**src/hdl/pfc_pkg.sv**
```systemverilog
// ----------------------------------------------------------------------------
// Playfair cipher engine package
// Shared constants, controller/datapath command and status words, and the
// small helper functions of the letter and key square arithmetic.
// ----------------------------------------------------------------------------
package pfc_pkg;

   localparam int SQ_SIDE  = 5;
   localparam int SQ_CELLS = SQ_SIDE * SQ_SIDE;
   localparam int ALPHA    = 26;

   localparam logic [4:0] IDX_I       = 5'd8;
   localparam logic [4:0] IDX_J       = 5'd9;
   localparam logic [4:0] IDX_X       = 5'd23;
   localparam logic [4:0] LAST_LETTER = 5'(ALPHA - 1);
   localparam logic [4:0] CELLS_FULL  = 5'(SQ_CELLS);

   localparam logic [7:0] ASCII_UA = 8'h41;
   localparam logic [7:0] ASCII_UZ = 8'h5A;
   localparam logic [7:0] ASCII_LA = 8'h61;
   localparam logic [7:0] ASCII_LZ = 8'h7A;
   localparam logic [6:0] LETTER_A = 7'h41;

   localparam logic [ALPHA-1:0] USED_RESET = ALPHA'(1) << IDX_J;

   typedef enum logic [1:0] {
      MODE_KEY  = 2'd0,
      MODE_FIN  = 2'd1,
      MODE_TEXT = 2'd2,
      MODE_END  = 2'd3
   } mode_type;

   typedef struct packed {
      logic accept;
      logic fill_step;
      logic read_pos;
      logic read_cell;
      logic push;
   } cmd_type;

   typedef struct packed {
      logic pair_go;
      logic fill_go;
      logic fill_last;
      logic obuf_empty;
   } sts_type;

   // {valid, index}; J folds to I, non-letters are invalid
   function automatic logic [5:0] to_index(input logic [7:0] c);
      logic [7:0] d;
      logic       ok;
      logic [4:0] idx;
      d  = 8'd0;
      ok = 1'b0;
      if (c >= ASCII_LA && c <= ASCII_LZ) begin
         d  = c - ASCII_LA;
         ok = 1'b1;
      end else if (c >= ASCII_UA && c <= ASCII_UZ) begin
         d  = c - ASCII_UA;
         ok = 1'b1;
      end
      idx = d[4:0];
      if (idx == IDX_J) begin
         idx = IDX_I;
      end
      return {ok, idx};
   endfunction

   function automatic logic [2:0] pos_row(input logic [4:0] p);
      logic [2:0] r;
      if (p < 5'd5) r = 3'd0;
      else if (p < 5'd10) r = 3'd1;
      else if (p < 5'd15) r = 3'd2;
      else if (p < 5'd20) r = 3'd3;
      else r = 3'd4;
      return r;
   endfunction

   function automatic logic [4:0] times5(input logic [2:0] r);
      logic [4:0] r5;
      r5 = {2'b00, r};
      return (r5 << 2) + r5;
   endfunction

   function automatic logic [2:0] pos_col(input logic [4:0] p);
      logic [4:0] c;
      c = p - times5(pos_row(p));
      return c[2:0];
   endfunction

   function automatic logic [2:0] add_mod5(input logic [2:0] v, input logic [2:0] s);
      logic [3:0] sum;
      sum = {1'b0, v} + {1'b0, s};
      if (sum >= 4'(SQ_SIDE)) begin
         sum = sum - 4'(SQ_SIDE);
      end
      return sum[2:0];
   endfunction

   function automatic logic [4:0] cell_addr(input logic [2:0] r, input logic [2:0] c);
      return times5(r) + {2'b00, c};
   endfunction

endpackage

```
**src/hdl/playfair_cipher_engine.sv**
```systemverilog
// ----------------------------------------------------------------------------
// Playfair cipher engine
// Builds a 5x5 key square from keyword words and turns text words into
// enciphered or deciphered digraph letters.
// ----------------------------------------------------------------------------
// A finish word on an unfinished key makes the controller walk the alphabet
// once to fill the rest of the square. A text or end word that completes a
// digraph is followed by two registered memory reads, letter positions and
// then key square cells, before the pair enters the result buffer, which
// waits until the buffer is empty; the two result words then leave one per
// cycle while rsp_tready is high, and new words are already taken meanwhile.
// No word is taken during a fill walk or a lookup. csr_wr_data selects
// decryption when high; write it only while the engine is idle.
module playfair_cipher_engine (
   input  logic        clock,
   input  logic        reset,
   input  logic        req_tvalid,
   output logic        req_tready,
   input  logic [15:0] req_tdata,   // [1:0] mode, [9:2] char_in, rest zero
   output logic        rsp_tvalid,
   input  logic        rsp_tready,
   output logic [7:0]  rsp_tdata,   // [6:0] letter, [7] zero
   output logic        rsp_tlast,
   input  logic        csr_wr_en,
   input  logic        csr_wr_data
);

   pfc_pkg::cmd_type cmd;
   pfc_pkg::sts_type sts;
   logic [6:0]       letter;

   pfc_ctrl u_ctrl (
      .clock      (clock),
      .reset      (reset),
      .req_tvalid (req_tvalid),
      .req_tready (req_tready),
      .sts        (sts),
      .cmd        (cmd)
   );

   pfc_dp u_dp (
      .clock       (clock),
      .reset       (reset),
      .req_mode    (req_tdata[1:0]),
      .req_char    (req_tdata[9:2]),
      .csr_wr_en   (csr_wr_en),
      .csr_wr_data (csr_wr_data),
      .cmd         (cmd),
      .sts         (sts),
      .rsp_tready  (rsp_tready),
      .rsp_tvalid  (rsp_tvalid),
      .rsp_letter  (letter),
      .rsp_last    (rsp_tlast)
   );

   assign rsp_tdata = {1'b0, letter};

endmodule

```
**src/hdl/pfc_ctrl.sv**
```systemverilog
// ----------------------------------------------------------------------------
// Playfair controller
// Sequences item acceptance, the alphabet fill walk and the two-step digraph
// lookup, and hands finished pairs to the output buffer.
// ----------------------------------------------------------------------------
module pfc_ctrl (
   input  logic             clock,
   input  logic             reset,
   input  logic             req_tvalid,
   output logic             req_tready,
   input  pfc_pkg::sts_type sts,
   output pfc_pkg::cmd_type cmd
);

   typedef enum logic [2:0] {
      ST_IDLE,
      ST_FILL,
      ST_POS,
      ST_CELL,
      ST_PUSH
   } state_type;

   state_type state_ff;
   state_type state_in;

   always_comb begin
      state_in   = state_ff;
      cmd        = '0;
      req_tready = 1'b0;
      unique case (state_ff)
         ST_IDLE: begin
            req_tready = 1'b1;
            if (req_tvalid) begin
               cmd.accept = 1'b1;
               if (sts.fill_go) begin
                  state_in = ST_FILL;
               end else if (sts.pair_go) begin
                  state_in = ST_POS;
               end
            end
         end
         ST_FILL: begin
            cmd.fill_step = 1'b1;
            if (sts.fill_last) begin
               state_in = ST_IDLE;
            end
         end
         ST_POS: begin
            cmd.read_pos = 1'b1;
            state_in     = ST_CELL;
         end
         ST_CELL: begin
            cmd.read_cell = 1'b1;
            state_in      = ST_PUSH;
         end
         ST_PUSH: begin
            // hold until the previous pair has drained
            if (sts.obuf_empty) begin
               cmd.push = 1'b1;
               state_in = ST_IDLE;
            end
         end
         default: state_in = ST_IDLE;
      endcase
   end

   always_ff @(posedge clock) begin
      if (reset) begin
         state_ff <= ST_IDLE;
      end else begin
         state_ff <= state_in;
      end
   end

endmodule

```
**src/hdl/pfc_dp.sv**
```systemverilog
// ----------------------------------------------------------------------------
// Playfair datapath
// Key square and letter position memories, key build state, held text
// letter, digraph rule logic and the two-word result buffer.
// ----------------------------------------------------------------------------
module pfc_dp (
   input  logic             clock,
   input  logic             reset,
   input  logic [1:0]       req_mode,
   input  logic [7:0]       req_char,
   input  logic             csr_wr_en,
   input  logic             csr_wr_data,
   input  pfc_pkg::cmd_type cmd,
   output pfc_pkg::sts_type sts,
   input  logic             rsp_tready,
   output logic             rsp_tvalid,
   output logic [6:0]       rsp_letter,
   output logic             rsp_last
);

   logic [4:0] key_square [pfc_pkg::SQ_CELLS];
   logic [4:0] letter_pos [pfc_pkg::ALPHA];

   logic [pfc_pkg::ALPHA-1:0] used_ff, used_in;
   logic [4:0] fill_ff, fill_in;
   logic       ready_ff, ready_in;
   logic [4:0] held_ff, held_in;
   logic       held_v_ff, held_v_in;
   logic [4:0] fidx_ff, fidx_in;
   logic [4:0] a_ff, a_in;
   logic [4:0] b_ff, b_in;
   logic [4:0] pa_ff, pb_ff;
   logic [4:0] xs_ff, ys_ff;
   logic [4:0] ob_x_ff, ob_y_ff;
   logic [1:0] ob_cnt_ff, ob_cnt_in;
   logic       decrypt_ff;

   logic [5:0] ch;
   logic       ch_ok;
   logic [4:0] ch_idx;
   logic [pfc_pkg::ALPHA-1:0] used_base;
   logic [4:0] fill_base;
   logic [4:0] plc_idx;
   logic       plc_try;
   logic       wr_en;
   logic [4:0] wr_letter;
   logic [4:0] wr_cell;
   pfc_pkg::mode_type mode;

   assign ch     = pfc_pkg::to_index(req_char);
   assign ch_ok  = ch[5];
   assign ch_idx = ch[4:0];
   assign mode   = pfc_pkg::mode_type'(req_mode);

   // word and fill updates; place one letter if there is room and it is new
   always_comb begin
      used_in   = used_ff;
      fill_in   = fill_ff;
      ready_in  = ready_ff;
      held_in   = held_ff;
      held_v_in = held_v_ff;
      fidx_in   = fidx_ff;
      a_in      = a_ff;
      b_in      = b_ff;
      used_base = used_ff;
      fill_base = fill_ff;
      plc_idx   = fidx_ff;
      plc_try   = 1'b0;
      if (cmd.accept) begin
         unique case (mode)
            pfc_pkg::MODE_KEY: begin
               if (ready_ff) begin
                  used_base = pfc_pkg::USED_RESET;
                  fill_base = 5'd0;
                  ready_in  = 1'b0;
                  held_v_in = 1'b0;
               end
               plc_idx = ch_idx;
               plc_try = ch_ok;
            end
            pfc_pkg::MODE_FIN: begin
               if (!ready_ff) begin
                  fidx_in = 5'd0;
               end
            end
            pfc_pkg::MODE_TEXT: begin
               if (ready_ff && ch_ok) begin
                  if (!held_v_ff) begin
                     held_in   = ch_idx;
                     held_v_in = 1'b1;
                  end else if (ch_idx == held_ff) begin
                     // doubled letter: pad with X, keep the held copy
                     a_in = held_ff;
                     b_in = pfc_pkg::IDX_X;
                  end else begin
                     a_in      = held_ff;
                     b_in      = ch_idx;
                     held_v_in = 1'b0;
                  end
               end
            end
            pfc_pkg::MODE_END: begin
               if (ready_ff && held_v_ff) begin
                  a_in      = held_ff;
                  b_in      = pfc_pkg::IDX_X;
                  held_v_in = 1'b0;
               end
            end
            default: ;
         endcase
      end
      if (cmd.fill_step) begin
         plc_idx = fidx_ff;
         plc_try = 1'b1;
         fidx_in = fidx_ff + 5'd1;
         if (fidx_ff == pfc_pkg::LAST_LETTER) begin
            ready_in = 1'b1;
         end
      end
      used_in   = used_base;
      fill_in   = fill_base;
      wr_en     = plc_try && (fill_base < pfc_pkg::CELLS_FULL) && !used_base[plc_idx];
      wr_letter = plc_idx;
      wr_cell   = fill_base;
      if (wr_en) begin
         used_in = used_base | (pfc_pkg::ALPHA'(1) << plc_idx);
         fill_in = fill_base + 5'd1;
      end
   end

   always_comb begin
      sts.fill_go    = (mode == pfc_pkg::MODE_FIN) && !ready_ff;
      sts.pair_go    = ((mode == pfc_pkg::MODE_TEXT) && ready_ff && ch_ok && held_v_ff) ||
                       ((mode == pfc_pkg::MODE_END) && ready_ff && held_v_ff);
      sts.fill_last  = (fidx_ff == pfc_pkg::LAST_LETTER);
      sts.obuf_empty = (ob_cnt_ff == 2'd0);
   end

   // digraph rule on the registered positions
   logic [2:0] r1, c1, r2, c2, step;
   logic [4:0] x_addr, y_addr;

   always_comb begin
      r1   = pfc_pkg::pos_row(pa_ff);
      c1   = pfc_pkg::pos_col(pa_ff);
      r2   = pfc_pkg::pos_row(pb_ff);
      c2   = pfc_pkg::pos_col(pb_ff);
      step = decrypt_ff ? 3'(pfc_pkg::SQ_SIDE - 1) : 3'd1;
      if (r1 == r2) begin
         x_addr = pfc_pkg::cell_addr(r1, pfc_pkg::add_mod5(c1, step));
         y_addr = pfc_pkg::cell_addr(r2, pfc_pkg::add_mod5(c2, step));
      end else if (c1 == c2) begin
         x_addr = pfc_pkg::cell_addr(pfc_pkg::add_mod5(r1, step), c1);
         y_addr = pfc_pkg::cell_addr(pfc_pkg::add_mod5(r2, step), c2);
      end else begin
         x_addr = pfc_pkg::cell_addr(r1, c2);
         y_addr = pfc_pkg::cell_addr(r2, c1);
      end
   end

   always_comb begin
      ob_cnt_in = ob_cnt_ff;
      if (cmd.push) begin
         ob_cnt_in = 2'd2;
      end else if (rsp_tvalid && rsp_tready) begin
         ob_cnt_in = ob_cnt_ff - 2'd1;
      end
   end

   assign rsp_tvalid = (ob_cnt_ff != 2'd0);
   assign rsp_last   = (ob_cnt_ff == 2'd1);
   assign rsp_letter = pfc_pkg::LETTER_A + {2'b00, (rsp_last ? ob_y_ff : ob_x_ff)};

   always_ff @(posedge clock) begin
      if (wr_en) begin
         key_square[wr_cell]   <= wr_letter;
         letter_pos[wr_letter] <= wr_cell;
      end
      if (cmd.read_pos) begin
         pa_ff <= letter_pos[a_ff];
         pb_ff <= letter_pos[b_ff];
      end
      if (cmd.read_cell) begin
         xs_ff <= key_square[x_addr];
         ys_ff <= key_square[y_addr];
      end
   end

   always_ff @(posedge clock) begin
      a_ff <= a_in;
      b_ff <= b_in;
      if (cmd.push) begin
         ob_x_ff <= xs_ff;
         ob_y_ff <= ys_ff;
      end
      if (reset) begin
         used_ff    <= pfc_pkg::USED_RESET;
         fill_ff    <= 5'd0;
         ready_ff   <= 1'b0;
         held_ff    <= 5'd0;
         held_v_ff  <= 1'b0;
         fidx_ff    <= 5'd0;
         ob_cnt_ff  <= 2'd0;
         decrypt_ff <= 1'b0;
      end else begin
         used_ff   <= used_in;
         fill_ff   <= fill_in;
         ready_ff  <= ready_in;
         held_ff   <= held_in;
         held_v_ff <= held_v_in;
         fidx_ff   <= fidx_in;
         ob_cnt_ff <= ob_cnt_in;
         if (csr_wr_en) begin
            decrypt_ff <= csr_wr_data;
         end
      end
   end

endmodule

```
**config.mk**
```make
export PLATFORM = sky130hd
export DESIGN_NAME = playfair_cipher_engine
export DESIGN_NICKNAME = d
export VERILOG_FILES = /design/src/hdl/pfc_pkg.sv /design/src/hdl/playfair_cipher_engine.sv /design/src/hdl/pfc_ctrl.sv /design/src/hdl/pfc_dp.sv
export SDC_FILE = /design/constraint.sdc
export NUM_CORES = 1
export LEC_CHECK = 0
export BUFFER_PORTS_ARGS = -buffer_cell sky130_fd_sc_hd__clkbuf_2
export CORE_MARGIN = 2
export CORE_UTILIZATION = 62
export DETAILED_ROUTE_END_ITERATION = 10
export PLACE_DENSITY_LB_ADDON = 0.08
export REMOVE_ABC_BUFFERS = 1
export SYNTH_ARGS = -nofsm -noshare
export SYNTH_HDL_FRONTEND = slang
export SYNTH_HIERARCHICAL = 1
export SYNTH_SLANG_ARGS = --single-unit
```
**constraint.sdc**
```tcl
create_clock -name clock -period 11.12 [get_ports clock]
set_clock_uncertainty 0.05 [all_clocks]
set_input_delay 2.78 -clock clock [delete_from_list [all_inputs] [get_ports clock]]
set_output_delay 2.78 -clock clock [all_outputs]
set_load 0.01 [all_outputs]
```
Word level (Yosys, flattened, before mapping). Memory sizes are Yosys's and may differ from the RTL's. A register that Yosys moved wholly into a read port is not among the register bits. Cells that the tools add are included.

Input bits: 22. Memory bits (writable): 255. Memories kept: 2. Output and inout port bits: 11. Word-level logic and storage cells: 202. Register bits after elaboration: 69.

Memory list: u_dp.letter_pos (depth 26, bits a word 5, read ports 2, clocked after Yosys merged registers in 2, wr ports 1, RTL line pfc_dp.sv:22) `logic [4:0] letter_pos [pfc_pkg::ALPHA];`; u_dp.key_square (depth 25, bits a word 5, read ports 2, clocked after Yosys merged registers in 2, wr ports 1, RTL line pfc_dp.sv:21) `logic [4:0] key_square [pfc_pkg::SQ_CELLS];`.

Order comparisons: 18. Reductions and logical operators: 31. Bitwise gates (word level): 2. Equal/unequal tests: 22. Multiplexer cells: 86. Shifts and indexed selects: 1. Add/subtract/negate cells: 26.

Operators by type and width (number): two-way mux 5 bit (26); two-way mux 26 bit (4); two-way mux 3 bit (24); adder 5 x 3 -> 5 bit (10); bitwise OR 26 bit (1); left shift 1 x 5 -> 26 bit (first input constant) (1); two-way mux 1 bit (25); < comparator 5 x 4 -> 1 bit (second input constant) (4); case mux 5 bit (2 select lines) (2); adder 3 x 3 -> 4 bit (4); greater-or-equal comparator 4 x 3 -> 1 bit (second input constant) (4); greater-or-equal comparator 8 x 7 -> 1 bit (second input constant) (2); less-or-equal comparator 8 x 7 -> 1 bit (second input constant) (2); < comparator 5 bit (second input constant) (3); case mux 3 bit (5 select lines) (1); logical AND 1 bit (13); subtractor 3 bit (second input constant) (4); adder 5 x 1 -> 5 bit (second input constant) (2); < comparator 5 x 3 -> 1 bit (second input constant) (2); AND reduction 5 bit (2); nonzero test 2 bit (5); subtractor 5 x 1 -> 5 bit (second input constant) (2); != test 2 x 1 -> 1 bit (second input constant) (4); != test 2 bit (second input constant) (4); 26 further kinds (35).

Logic depth before layout (Yosys ltp).
Depth after elaboration: 15. Mapped depth: 27. Gate-level depth less buffers: 25.

Hierarchy. Netlist, hierarchy kept.

By module, submodules not included: pfc_dp (times used 1, area each 18233.7 um^2, seq. area each 9779.4 um^2, cells each 1333); pfc_ctrl (times used 1, area each 246.5 um^2, seq. area each 60.1 um^2, cells each 30); playfair_cipher_engine (times used 1, area each 11.3 um^2, seq. area each 0.0 um^2, cells each 2).

Worst setup path after synthesis. Ideal clock, no wire load.

Kind: input -> register. From: in req_tdata[2]. To: mem u_dp.key_square[24][0] (enable). Path buffers: 2. Required time: 10.689 ns. Setup slack: 4.198 ns. Library setup time: 0.381 ns. Arrival time: 6.491 ns. Stages: 16. Cell sequence: inv_1 -> ha_1 -> nor3b_1 -> a211o_1 -> a31oi_1 -> o311ai_4 -> o21a_4 -> inv_2 -> buf_6 -> mux4_2 -> mux2_2 -> a32oi_1 -> and3_1 -> buf_4 -> nand2_1 -> nor4_1.

Longest elaborated chain between the ends: 15. Elaborated cells on any way between the ends: 27. Classes of those cells: add/sub: 2; order compare: 4; eq/ne: 1; mux: 15; reduce/logical: 5.

Ends and longest elaborated chain: from (decl) (RTL line playfair_cipher_engine.sv:19) `input logic [15:0] req_tdata,`; greater-or-equal comparator 8 x 7 -> 1 bit / less-or-equal comparator 8 x 7 -> 1 bit (equally long branches) (RTL line pfc_pkg.sv:58) `end else if (c >= ASCII_UA && c <= ASCII_UZ) begin`; logical AND 1 bit (RTL line pfc_pkg.sv:58); two-way mux 5 bit (RTL line pfc_pkg.sv:58); two-way mux 5 bit * (RTL line pfc_pkg.sv:55) `if (c >= ASCII_LA && c <= ASCII_LZ) begin`; == test 5 x 4 -> 1 bit (RTL line pfc_pkg.sv:63) `if (idx == IDX_J) begin`; two-way mux 5 bit * (RTL line pfc_pkg.sv:63); two-way mux 5 bit * (RTL line pfc_dp.sv:70) `unique case (mode)`; two-way mux 5 bit * (RTL line pfc_dp.sv:69) `if (cmd.accept) begin`; two-way mux 5 bit * (RTL line pfc_dp.sv:112) `if (cmd.fill_step) begin`; via u_dp.plc_idx[0] (RTL line pfc_dp.sv:43) `logic [4:0] plc_idx;`; binary-select mux 1 bit (select 5 bit) * (RTL line pfc_dp.sv:122) `wr_en = plc_try && (fill_base < pfc_pkg::CELLS_FULL) && !used_base[plc_idx];`; two-way mux 1 bit (implied by the code) * (RTL line pfc_dp.sv:122); zero test 1 bit * (RTL line pfc_dp.sv:122); logical AND 1 bit * (RTL line pfc_dp.sv:122); two-way mux 1 bit * (RTL line pfc_dp.sv:175) `if (wr_en) begin`; two-way mux 1 bit (implied by the code) * (RTL line pfc_dp.sv:176) `key_square[wr_cell] <= wr_letter;`; to (decl) (RTL line pfc_dp.sv:21).

Mark *: on every way through the listed nets, which the timed path passes. The rest lies on a longest branch. The select of a mux whose other input is x is not followed.

Worst setup path after layout.
From: in req_tdata[2]. To: mem u_dp.key_square[8][4] (enable).

Longest elaborated chain between the ends: 15. Elaborated cells on any way between the ends: 27. Classes of those cells: add/sub: 2; order compare: 4; eq/ne: 1; mux: 15; reduce/logical: 5.

Ends and longest elaborated chain (RTL line): greater-or-equal comparator 8 x 7 -> 1 bit / less-or-equal comparator 8 x 7 -> 1 bit (equally long branches) (pfc_pkg.sv:58); logical AND 1 bit (pfc_pkg.sv:58); two-way mux 5 bit (pfc_pkg.sv:58); two-way mux 5 bit (pfc_pkg.sv:55); == test 5 x 4 -> 1 bit (pfc_pkg.sv:63); two-way mux 5 bit (pfc_pkg.sv:63); two-way mux 5 bit (pfc_dp.sv:70); two-way mux 5 bit (pfc_dp.sv:69); two-way mux 5 bit (pfc_dp.sv:112); binary-select mux 1 bit (select 5 bit) (pfc_dp.sv:122); two-way mux 1 bit (implied by the code) (pfc_dp.sv:122); zero test 1 bit (pfc_dp.sv:122); logical AND 1 bit * (pfc_dp.sv:122); two-way mux 1 bit * (pfc_dp.sv:175); two-way mux 1 bit (implied by the code) * (pfc_dp.sv:176).

Mark *: on every way between the ends. The rest lies on a longest branch, timed or not. The select of a mux whose other input is x is not followed.

==> flow_summary.ini <==
[status]
status = finished clean

[yosys]
ys_ff_latch = 344
synth_area_per_cell_sq_um = 13.5
synth.area.mux_share = 0.187
synthAdderAreaFrac = 0.0506
synth_seq_area_share = 0.532
synth_edf_count = 295
ys_warn_count = 6
synth-simple-area-share = 0.0905
synthesis.instances = 1365
synth_compound_area_frac = 0.0855
synth_top_family_by_area = multiplexers
synth_area_sq_um = 18500
synth.distinct_cells = 88
synth_xor_area_frac = 0.0242
ys.flop_type = edfxtp_1
synth-async-reset-ratio = 0

[timing]
period_share = 0.723
fin_ws_ns = 3.08
relSlewSlack = 0.285
setup_viol = 0
fmax_mhz = 124
slew_viol_final = 0
tightest_slew_ns = 1.05
hold_violations = 0
rsz0062_at_grt = no
tns_ns = 0
layout_min_cycle_time_ns = 8.04

[cells_and_area]
n_antenna_cell = 0
stdcell_count = 1798
fillCellCount = 2107
largest_register = u_dp/letter_pos
post_route_cells_drive_above_1_share = 0.192
area_growth_pct = 8.84
largest_register_ffs = 130
finalNetCount = 1470
final_common_cell = edfxtp_1
layout_common_cells = edfxtp_1, nand2_1, nor2_1
reg_top3 = u_dp/letter_pos: 130 flops, u_dp/key_square: 125 flops, u_dp/used_ff: 26 flops

[floorplanning]
die_height_microns = 177
io_pins = 33
coreArea_sq_um = 29500
fp.dieW_microns = 177
dieArea_sq_um = 31200
initial_utilization = 0.627
rows = 63

[worst_setup_path]
cp_max_fo = 35
critical_path_class = in -> reg
crit_arrival_ns = 8.14
crit_path_end_kind = flop
required_ns = 11.23
critPathLaunchType = input pin

[routing]
drcViolationCount = 0
first_iter_violations = 1112
dr.pass1.iters = 5
drtAntennaViolNets = 0
finalWirelength_microns = 43100
routedWlPerCell_microns = 24.0
vias = 11800
avgViaCountPerCell = 6.56

[min_path]
hp-class = reg -> reg

[placement]
dp_hpwl_microns = 28600
pre_cts_ws_ns = 2.65
io_buffer_count = 24
gp_congestion = 0.821
dp.cells = 1731

[cts]
root_buffer = clkbuf_16
clock_latency_ns = 0.53
cts_sinks = 344
postCtsSetupBuffers = 0
htree_levels = 2
numCtsBuffers = 37
tritoncts = yes
clkTransAtPathRegs_ns = 0.06
cts_buffer_depth = 3
hold_buffers = 0
cts_resized = 0

[global_route]
grt_pass1_vias = 11800
overflow = 0
antenna_found_initial = 1
globalRouteTotalUtil = 0.284
grt_pass1_wl_microns = 66800
grt_max_degree = 43

[flow_run]
drv_cap = 0
## per-layer routing
layer,GRT usage,wire length (microns)
met5,0,11
met4,0.0995,1370
met2,0.483,21500
met3,0.0468,3330
met1,0.373,16900
## Yosys cell counts, types with 9 or more instances
| master | n | share of area |
|---|---|---|
| a22o_1 | 15 | 0.0071 |
| dfxtp_1 | 49 | 0.053 |
| clkbuf_1 | 43 | 0.0087 |
| nor2b_1 | 20 | 0.0068 |
| a211oi_1 | 24 | 0.0097 |
| nor3_1 | 14 | 0.0038 |
| nand3_1 | 17 | 0.0046 |
| a21oi_1 | 51 | 0.014 |
| and2_1 | 9 | 0.0030 |
| nand2_1 | 115 | 0.023 |
| mux2i_1 | 61 | 0.033 |
| a31oi_1 | 9 | 0.0030 |
| mux2_2 | 39 | 0.024 |
| o21ai_0 | 23 | 0.0062 |
| buf_2 | 11 | 0.0030 |
| fa_1 | 10 | 0.011 |
| mux4_2 | 105 | 0.13 |
| xnor2_1 | 33 | 0.016 |
| inv_1 | 59 | 0.012 |
| nor2_1 | 106 | 0.022 |
| nand4_1 | 12 | 0.0041 |
| a21o_1 | 10 | 0.0041 |
| xor2_1 | 13 | 0.0062 |
| ha_1 | 58 | 0.039 |
| edfxtp_1 | 295 | 0.48 |
## final cells by class
cell class / instances / area (sq um) / area share
sequential: 344 / 9840 / 0.489
multi-input combinational: 891 / 8130 / 0.404
clock buffer: 48 / 997 / 0.0495
tap: 390 / 488 / 0.0242
timing repair buffer: 44 / 270 / 0.0134
inverter: 62 / 233 / 0.0116
clock inverter: 19 / 170 / 0.00846
## cells by family after synthesis
group                    Yosys count
XOR/XNOR                          48
AO/OA/AOI/OAI                    218
multiplexers                     207
AND/OR/NAND/NOR                  347
other                              2
adder cells (fa/ha/maj)           69
flip-flops                       344
buffers and inverters            130
## critical path: stages
cell and delay [ns]:
clkbuf_2 0.13, inv_1 0.11, ha_1 0.26, nor3b_1 0.19, a211o_1 0.30, a31oi_1 0.39, o311ai_4 0.23, o21a_4 0.28
inv_2 0.49, mux4_2 0.59, mux2_2 0.28, a32oi_1 0.23, and3_1 0.86, nand2_1 0.40, nor2_1 0.62
## final timing paths
path / from / endpoint / slack, ns / depth (start not counted)
worst max-delay path: req_tdata[2] / u_dp/key_square[8][4]$_DFFE_PP_ / 3.08 / 15
worst min-delay path: u_dp/xs_ff[4]$_DFFE_PP_ / u_dp/ob_x_ff[4]$_DFFE_PP_ / 0.37 / 0
worst max register to register: u_dp/pb_ff[2]$_DFFE_PP_ / u_dp/ys_ff[2]$_DFFE_PP_ / 4.15 / 19
worst min register to register: u_dp/xs_ff[4]$_DFFE_PP_ / u_dp/ob_x_ff[4]$_DFFE_PP_ / 0.37 / 0
## per-stage QoR
| stage | hold WS, ns | instance area, sq um | utilization |
|---|---|---|---|
| floorplan | 0.350 | 18200 | - |
| global route | 0.381 | 20100 | 0.683 |
| finish | 0.367 | 20100 | 0.683 |
| detailed placement | 0.355 | 19000 | 0.643 |
| global placement | 0.352 | 19000 | 0.643 |
| CTS | 0.368 | 20100 | 0.683 |
Power is left out: the tool's default activity adds up to more than one toggle a clock period on the data nets, which glitch-free logic cannot reach.
